### config.mk
export PLATFORM = sky130hd
export DESIGN_NAME = keyed_slot_table
export DESIGN_NICKNAME = d
export VERILOG_FILES = /design/src/hw/rtl/kst_pkg.sv /design/src/hw/rtl/kst_queue.sv /design/src/hw/rtl/kst_front.sv /design/src/hw/rtl/kst_back.sv /design/src/hw/rtl/keyed_slot_table.sv
export SDC_FILE = /design/constraint.sdc
export NUM_CORES = 2
export LEC_CHECK = 0
export BUFFER_PORTS_ARGS = -buffer_cell sky130_fd_sc_hd__clkbuf_2
export CELL_PAD_IN_SITES_DETAIL_PLACEMENT = 0
export CELL_PAD_IN_SITES_GLOBAL_PLACEMENT = 1
export CORE_ASPECT_RATIO = 1.1
export CORE_UTILIZATION = 30
export CTS_CLUSTER_DIAMETER = 200
export CTS_CLUSTER_SIZE = 8
export DETAILED_ROUTE_END_ITERATION = 6
export PLACE_DENSITY_LB_ADDON = 0.2
export SYNTH_ARGS = -nofsm -noshare
export SYNTH_HDL_FRONTEND = slang
export SYNTH_MEMORY_MAX_BITS = 65536
export SYNTH_SLANG_ARGS = --single-unit
### constraint.sdc
create_clock -name i_clk -period 14.4 [get_ports i_clk]
set_input_delay 2.88 -clock i_clk [delete_from_list [all_inputs] [get_ports i_clk]]
set_output_delay 2.88 -clock i_clk [all_outputs]
set_load 0.02 [all_outputs]
### src/hw/rtl/kst_pkg.sv
package kst_pkg;

    // Table geometry
    localparam int TABLE_DEPTH = 64;
    localparam int IDX_W       = (TABLE_DEPTH > 1) ? $clog2(TABLE_DEPTH) : 1;
    localparam int SLOT_W      = 6;
    localparam int KEY_W       = 16;
    localparam int DATA_W      = 48;

    // Command queue between front and back
    localparam int QUEUE_DEPTH = 2;
    localparam int QP_W        = (QUEUE_DEPTH > 1) ? $clog2(QUEUE_DEPTH) : 1;
    localparam int QC_W        = $clog2(QUEUE_DEPTH + 1);

    // Request codes on the input port
    localparam logic [1:0] REQ_INSERT = 2'd0;
    localparam logic [1:0] REQ_LOOKUP = 2'd1;
    localparam logic [1:0] REQ_REMOVE = 2'd2;

    typedef enum logic [1:0] {
        ST_DONE      = 2'd0,
        ST_FULL      = 2'd1,
        ST_NOT_FOUND = 2'd2
    } t_status;

    typedef enum logic [1:0] {
        OP_INSERT = 2'd0,
        OP_LOOKUP = 2'd1,
        OP_REMOVE = 2'd2,
        OP_NOP    = 2'd3
    } t_op;

    typedef struct packed {
        logic [1:0]        req_type;
        logic [KEY_W-1:0]  key;
        logic [DATA_W-1:0] payload;
    } t_req;

    typedef struct packed {
        t_status           status;
        logic [SLOT_W-1:0] slot;
        logic [KEY_W-1:0]  assigned_key;
        logic [DATA_W-1:0] record_data;
    } t_res;

    typedef struct packed {
        t_op               op;
        logic [KEY_W-1:0]  key;
        logic [DATA_W-1:0] payload;
    } t_cmd;

    typedef struct packed {
        logic [KEY_W-1:0]  key;
        logic [DATA_W-1:0] data;
    } t_entry;

    // Slot index reported modulo 2**SLOT_W
    function automatic logic [SLOT_W-1:0] to_slot(input logic [IDX_W-1:0] idx);
        logic [IDX_W+SLOT_W-1:0] wide;
        wide = {{SLOT_W{1'b0}}, idx};
        return wide[SLOT_W-1:0];
    endfunction

endpackage

### src/hw/rtl/kst_queue.sv
module kst_queue
    import kst_pkg::*;
(
    input  logic i_clk,
    input  logic i_rst_n,
    input  logic i_push,
    input  t_cmd i_push_cmd,
    output logic o_full,
    input  logic i_pop,
    output logic o_empty,
    output t_cmd o_head
);

    t_cmd            r_buf [QUEUE_DEPTH];
    logic [QP_W-1:0] r_wr_ptr;
    logic [QP_W-1:0] r_rd_ptr;
    logic [QC_W-1:0] r_count;
    logic            w_push;
    logic            w_pop;

    assign o_full  = (r_count == QC_W'(QUEUE_DEPTH));
    assign o_empty = (r_count == '0);
    assign o_head  = r_buf[r_rd_ptr];
    assign w_push  = i_push && !o_full;
    assign w_pop   = i_pop && !o_empty;

    // Entry storage
    always_ff @(posedge i_clk) begin
        if (w_push) begin
            r_buf[r_wr_ptr] <= i_push_cmd;
        end
    end

    // Pointers and fill count
    always_ff @(posedge i_clk) begin
        if (!i_rst_n) begin
            r_wr_ptr <= '0;
            r_rd_ptr <= '0;
            r_count  <= '0;
        end else begin
            if (w_push) begin
                r_wr_ptr <= (r_wr_ptr == QP_W'(QUEUE_DEPTH - 1)) ? '0 : r_wr_ptr + 1'b1;
            end
            if (w_pop) begin
                r_rd_ptr <= (r_rd_ptr == QP_W'(QUEUE_DEPTH - 1)) ? '0 : r_rd_ptr + 1'b1;
            end
            if (w_push && !w_pop) begin
                r_count <= r_count + 1'b1;
            end else if (w_pop && !w_push) begin
                r_count <= r_count - 1'b1;
            end
        end
    end

endmodule

### src/hw/rtl/kst_front.sv
module kst_front
    import kst_pkg::*;
(
    input  logic start,
    output logic busy,
    input  t_req i_req,
    input  logic i_q_full,
    output logic o_push,
    output t_cmd o_push_cmd
);

    t_op w_op;

    // Classify the request code
    always_comb begin
        unique case (i_req.req_type)
            REQ_INSERT: w_op = OP_INSERT;
            REQ_LOOKUP: w_op = OP_LOOKUP;
            REQ_REMOVE: w_op = OP_REMOVE;
            default:    w_op = OP_NOP;
        endcase
    end

    // Accept whenever the queue has room
    assign busy               = i_q_full;
    assign o_push             = start && !i_q_full;
    assign o_push_cmd.op      = w_op;
    assign o_push_cmd.key     = i_req.key;
    assign o_push_cmd.payload = i_req.payload;

endmodule

### src/hw/rtl/kst_back.sv
module kst_back
    import kst_pkg::*;
(
    input  logic             i_clk,
    input  logic             i_rst_n,
    input  logic             i_cfg_we,
    input  logic [KEY_W-1:0] i_cfg_wdata,
    input  logic             i_q_empty,
    input  t_cmd             i_q_head,
    output logic             o_q_pop,
    output logic             o_res_valid,
    output t_res             o_res
);

    typedef enum logic [1:0] {
        S_IDLE = 2'b01,
        S_SCAN = 2'b10
    } t_state;

    localparam logic [IDX_W-1:0] LAST_IDX = IDX_W'(TABLE_DEPTH - 1);

    t_state             r_state;
    t_cmd               r_cmd;
    logic [KEY_W-1:0]   r_next_key;
    logic [TABLE_DEPTH-1:0] r_valid;
    t_entry             r_mem [TABLE_DEPTH];

    // Scan issue stage
    logic               r_issue;
    logic [IDX_W-1:0]   r_idx;
    // Scan compare stage
    t_entry             r_entry;
    logic               r_p_live;
    logic               r_p_free;
    logic               r_p_last;
    logic [IDX_W-1:0]   r_p_idx;

    t_res               r_res;
    logic               r_res_valid;

    // Next values of the sequencer registers
    t_state             n_state;
    logic               n_issue;
    logic [IDX_W-1:0]   n_idx;
    logic               n_p_live;
    logic [TABLE_DEPTH-1:0] n_valid;
    logic [KEY_W-1:0]   n_next_key;
    logic               n_res_valid;
    t_res               n_res;

    logic               w_hit;
    logic               w_wr;

    assign o_q_pop     = (r_state == S_IDLE) && !i_q_empty;
    assign o_res       = r_res;
    assign o_res_valid = r_res_valid;

    // Hit test on the slot from the registered read
    always_comb begin
        if (r_cmd.op == OP_INSERT) begin
            w_hit = r_p_free;
        end else begin
            w_hit = !r_p_free && (r_entry.key == r_cmd.key);
        end
        w_hit = w_hit && r_p_live && (r_state == S_SCAN);
    end

    assign w_wr = w_hit && (r_cmd.op == OP_INSERT);

    // Record memory: one write port, one registered read port
    always_ff @(posedge i_clk) begin
        if (w_wr) begin
            r_mem[r_p_idx] <= '{key: r_next_key, data: r_cmd.payload};
        end
        r_entry <= r_mem[r_idx];
    end

    // Command register and compare-stage payload
    always_ff @(posedge i_clk) begin
        if (o_q_pop) begin
            r_cmd <= i_q_head;
        end
        r_p_free <= !r_valid[r_idx];
        r_p_idx  <= r_idx;
        r_p_last <= (r_idx == LAST_IDX);
    end

    // Sequencer, valid marks, key counter and result: next values
    always_comb begin
        n_state     = r_state;
        n_issue     = r_issue;
        n_idx       = r_idx;
        n_p_live    = r_p_live;
        n_valid     = r_valid;
        n_next_key  = r_next_key;
        n_res_valid = 1'b0;
        n_res       = r_res;

        if (i_cfg_we) begin
            n_next_key = i_cfg_wdata;
        end else if (w_wr) begin
            n_next_key = r_next_key + 1'b1;
        end

        unique case (r_state)
            S_IDLE: begin
                n_p_live = 1'b0;
                if (o_q_pop) begin
                    if (i_q_head.op == OP_NOP) begin
                        n_res_valid = 1'b1;
                        n_res       = '{status: ST_NOT_FOUND, default: '0};
                    end else begin
                        n_idx   = '0;
                        n_issue = 1'b1;
                        n_state = S_SCAN;
                    end
                end
            end
            S_SCAN: begin
                // issue stage walks the slots in order
                n_p_live = r_issue;
                if (r_issue) begin
                    n_idx = r_idx + 1'b1;
                    if (r_idx == LAST_IDX) begin
                        n_issue = 1'b0;
                    end
                end
                // compare stage decides the transaction
                if (w_hit) begin
                    n_issue     = 1'b0;
                    n_p_live    = 1'b0;
                    n_state     = S_IDLE;
                    n_res_valid = 1'b1;
                    n_res       = '{status: ST_DONE, default: '0};
                    n_res.slot  = to_slot(r_p_idx);
                    case (r_cmd.op)
                        OP_INSERT: begin
                            n_valid[r_p_idx]   = 1'b1;
                            n_res.assigned_key = r_next_key;
                        end
                        OP_LOOKUP: begin
                            n_res.record_data = r_entry.data;
                        end
                        default: begin
                            n_valid[r_p_idx] = 1'b0;
                        end
                    endcase
                end else if (r_p_live && r_p_last) begin
                    n_p_live    = 1'b0;
                    n_state     = S_IDLE;
                    n_res_valid = 1'b1;
                    if (r_cmd.op == OP_INSERT) begin
                        n_res = '{status: ST_FULL, default: '0};
                    end else begin
                        n_res = '{status: ST_NOT_FOUND, default: '0};
                    end
                end
            end
            default: begin
                n_state = S_IDLE;
            end
        endcase
    end

    // Sequencer, valid marks, key counter and result registers
    always_ff @(posedge i_clk) begin
        if (!i_rst_n) begin
            r_state     <= S_IDLE;
            r_issue     <= 1'b0;
            r_idx       <= '0;
            r_p_live    <= 1'b0;
            r_valid     <= '0;
            r_next_key  <= '0;
            r_res_valid <= 1'b0;
            r_res       <= '{status: ST_DONE, default: '0};
        end else begin
            r_state     <= n_state;
            r_issue     <= n_issue;
            r_idx       <= n_idx;
            r_p_live    <= n_p_live;
            r_valid     <= n_valid;
            r_next_key  <= n_next_key;
            r_res_valid <= n_res_valid;
            r_res       <= n_res;
        end
    end

endmodule

### src/hw/rtl/keyed_slot_table.sv
// Table of TABLE_DEPTH record slots with insert (lowest free slot, key from a
// 16-bit counter loaded by i_cfg_wdata), lookup and remove by key. A request is
// taken when start is high and busy is low; a two-entry command queue lets
// requests be taken while the table engine works. Each request yields exactly
// one result, shown for a single cycle with o_res_valid high; the receiver
// cannot stall it. The engine reads one slot per cycle from the record memory.
// It pops a command from the queue only while idle, registers it, walks the
// slots through its issue and compare stages and registers the result: insert
// ends at the first free slot, lookup and remove at the first matching key,
// misses and full inserts walk the whole table, and an unused request code
// gets a not-found result without a scan. Time spent waiting in the queue
// delays the result. Slots are empty after reset; no clearing pass is needed.
module keyed_slot_table
    import kst_pkg::*;
(
    input  logic             i_clk,
    input  logic             i_rst_n,
    input  logic             i_cfg_we,
    input  logic [KEY_W-1:0] i_cfg_wdata,
    input  logic             start,
    output logic             busy,
    input  t_req             i_req,
    output logic             o_res_valid,
    output t_res             o_res
);

    logic w_push;
    t_cmd w_push_cmd;
    logic w_q_full;
    logic w_q_empty;
    logic w_q_pop;
    t_cmd w_q_head;

    kst_front u_front (
        .start      (start),
        .busy       (busy),
        .i_req      (i_req),
        .i_q_full   (w_q_full),
        .o_push     (w_push),
        .o_push_cmd (w_push_cmd)
    );

    kst_queue u_queue (
        .i_clk      (i_clk),
        .i_rst_n    (i_rst_n),
        .i_push     (w_push),
        .i_push_cmd (w_push_cmd),
        .o_full     (w_q_full),
        .i_pop      (w_q_pop),
        .o_empty    (w_q_empty),
        .o_head     (w_q_head)
    );

    kst_back u_back (
        .i_clk       (i_clk),
        .i_rst_n     (i_rst_n),
        .i_cfg_we    (i_cfg_we),
        .i_cfg_wdata (i_cfg_wdata),
        .i_q_empty   (w_q_empty),
        .i_q_head    (w_q_head),
        .o_q_pop     (w_q_pop),
        .o_res_valid (o_res_valid),
        .o_res       (o_res)
    );

endmodule

# Yosys cells after proc, flatten, opt, wreduce, memory -nomap -nowiden
# Memory sizes are Yosys's and may differ from the RTL's. A register that Yosys moved wholly into a read port is not among the register bits.
# Index checks and enable logic that the tools add are counted.
word_totals:
  n_memories: 2
  in_bits: 86
  latch_bits: 0
  elab_cells: 128
  mem_bits_rw: 4228
  mem_bits_ro: 0
  ff_bits: 241
op_classes:
  n_mux: 50
  n_reduce_logical: 29
  bitwise_logic: 4
  div_mod_pow: 0
  addsub: 6
  magnitude_cmp: 3
  shift: 0
  multipliers: 0
  eq_ne: 14
memory_table:
  columns: ["memory", "depth", "word_bits", "read_ports", "rd_clocked_by_memory_dff", "write_ports", "line", "rtl"]
  rows:
  - ["u_back.r_mem", 64, 64, 1, 1, 1, "kst_back.sv:26", "t_entry r_mem [TABLE_DEPTH];"]
  - ["u_queue.r_buf", 2, 66, 1, 1, 1, "kst_queue.sv:14", "t_cmd r_buf [QUEUE_DEPTH];"]
ops:
  columns: ["operator", "count"]
  rows:
  - ["72-bit two-way mux", 5]
  - ["72-bit one-hot mux with 2 select lines", 1]
  - ["64-bit one-hot mux with 2 select lines", 1]
  - ["64-bit AND", 1]
  - ["64-bit inverter", 1]
  - ["64-bit bitwise OR", 1]
  - ["16-bit two-way mux", 3]
  - ["48-bit two-way mux", 1]
  - ["1-bit two-way mux", 22]
  - ["6-bit two-way mux", 3]
  - ["16-bit by 1-bit adder with 16-bit output, second input constant", 1]
  - ["16-bit == test", 1]
  - ["6-bit by 7-bit < comparator with 1-bit output, second input constant", 2]
  - ["1-bit logical AND", 12]
  - ["2-bit two-way mux", 6]
  - ["6-bit one-hot mux with 2 select lines", 1]
  - ["3-bit AND reduction", 3]
  - ["2-bit == test, second input constant", 4]
  - ["4-bit AND reduction", 2]
  - ["6-bit by 1-bit adder with 6-bit output, second input constant", 1]
  - ["1-bit binary-select mux with 6-bit select", 1]
  - ["1-bit demux with 6-bit select", 1]
  - ["2-bit by 1-bit == test with 1-bit output, second input constant", 3]
  - ["6-bit == test, second input constant", 1]
  - ["other kinds (14)", 28]

# Logic depth before layout (Yosys ltp)
depth:
  ltp_word: 8
  ltp_mapped: 11
  depth_no_buf: 8

# By module
# From an unflattened synthesis, not the netlist that was laid out.
unflattened:
  hier_cells: 7532
  area_unflattened_um2: 171973.7
by_module_without_submodules:
  columns: ["mod", "seq_area_each_um2", "instances", "area_each_um2", "cells_each"]
  rows:
  - ["kst_back", 129684.4, 1, 166460.9, 7234]
  - ["kst_queue", 4063.9, 1, 5003.5, 230]
  - ["kst_front", 0.0, 1, 509.2, 68]

# Least setup slack after synthesis
# Ideal clock, no wire load.
synth_path:
  kind: "input to register"
  from: "input port start"
  to: "memory u_queue.r_buf[0][0] (netlist name) (enable)"
  path_stages: 2
  n_path_buf: 0
  slack_ns: 8.173
  arrival_ns: 5.735
  cell_sequence: "nand2_1 > nor2_1"
synth_between:
  elab_chain_cells: 4
synth_lines:
  columns: ["item", "line", "rtl"]
  rows:
  - ["start, declared", "keyed_slot_table.sv:20", "input logic start,"]
  - ["1-bit logical AND", "kst_front.sv:26", "assign o_push = start && !i_q_full;"]
  - ["1-bit logical AND", "kst_queue.sv:24", "assign w_push = i_push && !o_full;"]
  - ["1-bit two-way mux", "kst_queue.sv:29", "if (w_push) begin"]
  - ["1-bit two-way mux (not written as such)", "kst_queue.sv:30", "r_buf[r_wr_ptr] <= i_push_cmd;"]
  - ["end, declared", "kst_queue.sv:14", null]
# No other way between the ends.

==> results.ini <==
[die]
fp.dieW_um = 725
rows = 291
die_h_um = 797
initial_core_util = 0.302
die-area_um2 = 578000
core_area_um2 = 572000
io_pins = 160

[pwr]
power_leakage_nw = 60.4
power_density_nw_per_um2 = 156
finalPower_mw = 31.4
ir_worst_vdd_mv = 0.157

[clocking]
htree_levels = 6
postCtsSetupBuffers = 0
clock_sinks = 4534
clockBufferDepth = 4
cts_hold_buf = 0
cts_tree = yes
cts_resized = 0
clkSlewWorstSetupHoldPaths_ns = 0.05
clk_latency_ns = 1.10
cts-root-buf = clkbuf_16
cts_buffers = 636

[timing]
max_freq_mhz = 180
setup_slack_ns = 8.86
setup_violations = 0
hold_viol = 0
max-slew-margin-rel = 0.144
rsz0062_at_grt = false
whs_ns = 0.449
min_period_ns = 5.54
setup_tns_ns = 0
fin_skew_ns = 0.0494
worstMarginPinSlew_ns = 1.28
period_share = 0.385
drv_slew = 0

[routing]
drcViolationCount = 0
post_drt_wl_per_cell_um = 33.8
avgViaCountPerCell = 5.19
dr.pass1.iters = 6
vias = 85500
drtIter0Drc = 9512
wirelength_mm = 558
antenna_left = 0

[critical_path]
worst_setup_path_start_kind = flip-flop
critPathArrivalTime_ns = 6.54
critPathSlowestCell = buf_4
crit_top_cell = buf_4
required_ns = 15.39
crit_path_end_kind = flip-flop
path_class = flip-flop to flip-flop
ff2ff_setup_slack_ns = 8.86
r2r_end = u_back.r_entry[46]$_DFF_P_
cp_slowest_stage_delay_ns = 0.91
path_delay_family = buffers and inverters
cp_max_fo = 61
reg2reg_depth = 9
rr_startpoint = u_back.r_idx[1]$_SDFFE_PN0P_
cp_num_buf_inv = 4
path_cells = buf_4, buf_4, buf_4, buf_4, mux4_2, mux2i_1, a21oi_1, o22ai_1, nand2_1

[synth]
synthDistinctLibCells = 63
seq_area_frac_synth = 0.776
yosysTopAreaCell = edfxtp_1
synth_cells = 7839
yosys_warnings = 0
synth.area.top_cells = edfxtp_1 75%, mux4_2 14%, dfxtp_1 2.8%
synth_edf_count = 4294
syn_area_per_cell_um2 = 22.0
synthArstFlopShare = 0
synthesis.area_um2 = 172000
yosys.area.top_type_share = 0.748
yosys_register_bits = 4534
syn_nets = 7930
synthFlopType = edfxtp_1

[status]
status = finished, final reports clean

[global_routing]
grt_use_met3 = 0.0228
grt-busiest-layer = met2
grt_pass1_vias = 89500
overflow = 0
antenna_found_initial = 45
met2_usage = 0.323
grt_max_degree = 101
grtUsageTotal = 0.189
grt_pass1_wl_mm = 760
grtUsageMet1 = 0.255

[layout]
layout_commonest_cell = edfxtp_1
area_growth_pct = 17.1
layout.nets = 8568
final_cells = 16500
layout-drive-gt1-share = 0.275
final_cell_mix = 4294 x edfxtp_1, 1058 x mux4_2, 657 x clkbuf_16

[hold_path]
holdCritPathClass = flip-flop to flip-flop
whs_endpoint = u_back.o_res[32]$_SDFFE_PN0P_
hold_depth = 2
min_from = u_back.r_entry[32]$_DFF_P_

[place]
place.gp.congestion = 0.771
dpl.hpwl_mm = 309
placed_cells = 15500
pre_cts_slack_ns = 8.70
io_buffers = 159

[job]
maxCapViolCount = 0

## through the flow
step | util | instance area [um^2]
floorplan | - | 172000
global placement | 0.321 | 184000
finish | 0.353 | 202000
global route | 0.353 | 202000
detailed placement | 0.321 | 184000
CTS | 0.353 | 202000
## final cells by class
| type | count | area [um^2] |
|---|---|---|
| antenna | 27 | 67.6 |
| clock buffer | 954 | 17600 |
| clock inverter | 39 | 494 |
| fill | 53000 | 370000 |
| inverter | 30 | 145 |
| multi-input combinational | 2820 | 37000 |
| sequential | 4534 | 134000 |
| tap | 7618 | 9530 |
| timing repair buffer | 455 | 3200 |
## worst max path at each step
stage | start | endpoint | slack [ns] | cells past startpoint
floorplan | start | u_queue.r_buf[0][0]$_DFFE_PP_ | 8.17 | 2
finish | u_back.r_idx[1]$_SDFFE_PN0P_ | u_back.r_entry[46]$_DFF_P_ | 8.86 | 9
global placement | u_back.r_idx[0]$_SDFFE_PN0P_ | u_back.r_entry[46]$_DFF_P_ | 8.65 | 10
CTS | u_back.r_idx[0]$_SDFFE_PN0P_ | u_back.r_entry[46]$_DFF_P_ | 8.70 | 10
global route | u_back.r_idx[0]$_SDFFE_PN0P_ | u_back.r_entry[61]$_DFF_P_ | 8.42 | 10
detailed placement | u_back.r_idx[0]$_SDFFE_PN0P_ | u_back.r_entry[46]$_DFF_P_ | 8.70 | 10
## report_power, final
part           internal [mW]  leakage, nW  switching (mW)  total (mW)
Combinational          0.464         11.0            1.59        2.05
Sequential              15.5         40.7           0.103        15.6
Clock                   8.30         8.68            5.50        13.8
Total                   24.2         60.4            7.19        31.4
## flip-flops by register name, summed over array words and instances, names as in the netlist, 2 cells and up, named ones only
name and cells:
u_queue.r_buf 132, u_back.o_res 72, u_back.r_next_key 16, u_back.r_idx 6, u_back.r_entry 64, u_back.r_p_idx 6
u_back.r_cmd 66, u_back.r_mem 4096, u_queue.r_count 2, u_back.r_state 2
## Yosys cell counts, types with 7 or more instances
cell and count:
a211o_1 15, a211oi_1 74, a21boi_0 12, a21oi_1 139, a221o_1 17, a22oi_1 92
a311oi_1 15, a31oi_1 48, and2_1 12, buf_1 55, buf_2 180, buf_4 17
buf_6 9, clkbuf_1 194, dfxtp_1 240, edfxtp_1 4294, inv_1 30, mux2_2 98
mux2i_1 404, mux4_2 1058, nand2_1 238, nand2b_1 27, nand3_1 35, nand4_1 10
nor2_1 121, nor2b_1 79, nor3_1 10, o211a_1 10, o21a_1 39, o21ai_0 74
o221ai_1 15, o22ai_1 50, o31a_1 18, o32ai_1 15, xnor2_1 26, xor2_1 7
## tightest hold or removal path, stage by stage, from the launching register on
cell,delay (ns)
dfxtp_1,0.29
nand2_1,0.05
mux2i_1,0.06
## kinds of logic after synthesis
group | count (synthesis) | share of synthesized area
flip-flops | 4534 | 0.776
buffers and inverters | 485 | 0.0126
adder cells (fa/ha/maj) | 5 | 0.000363
multiplexers | 1560 | 0.168
XOR/XNOR | 33 | 0.00168
AND/OR/NAND/NOR | 569 | 0.0155
AO/OA/AOI/OAI | 653 | 0.0257
## routing by layer
metal | up-vias | routed length, um
li1 | 34200 | -
met1 | 47500 | 236000
met2 | 2974 | 278000
met3 | 747 | 29200
met4 | 0 | 14500
met5 | - | 0
No activity file was read; power rests on OpenSTA's default activity.
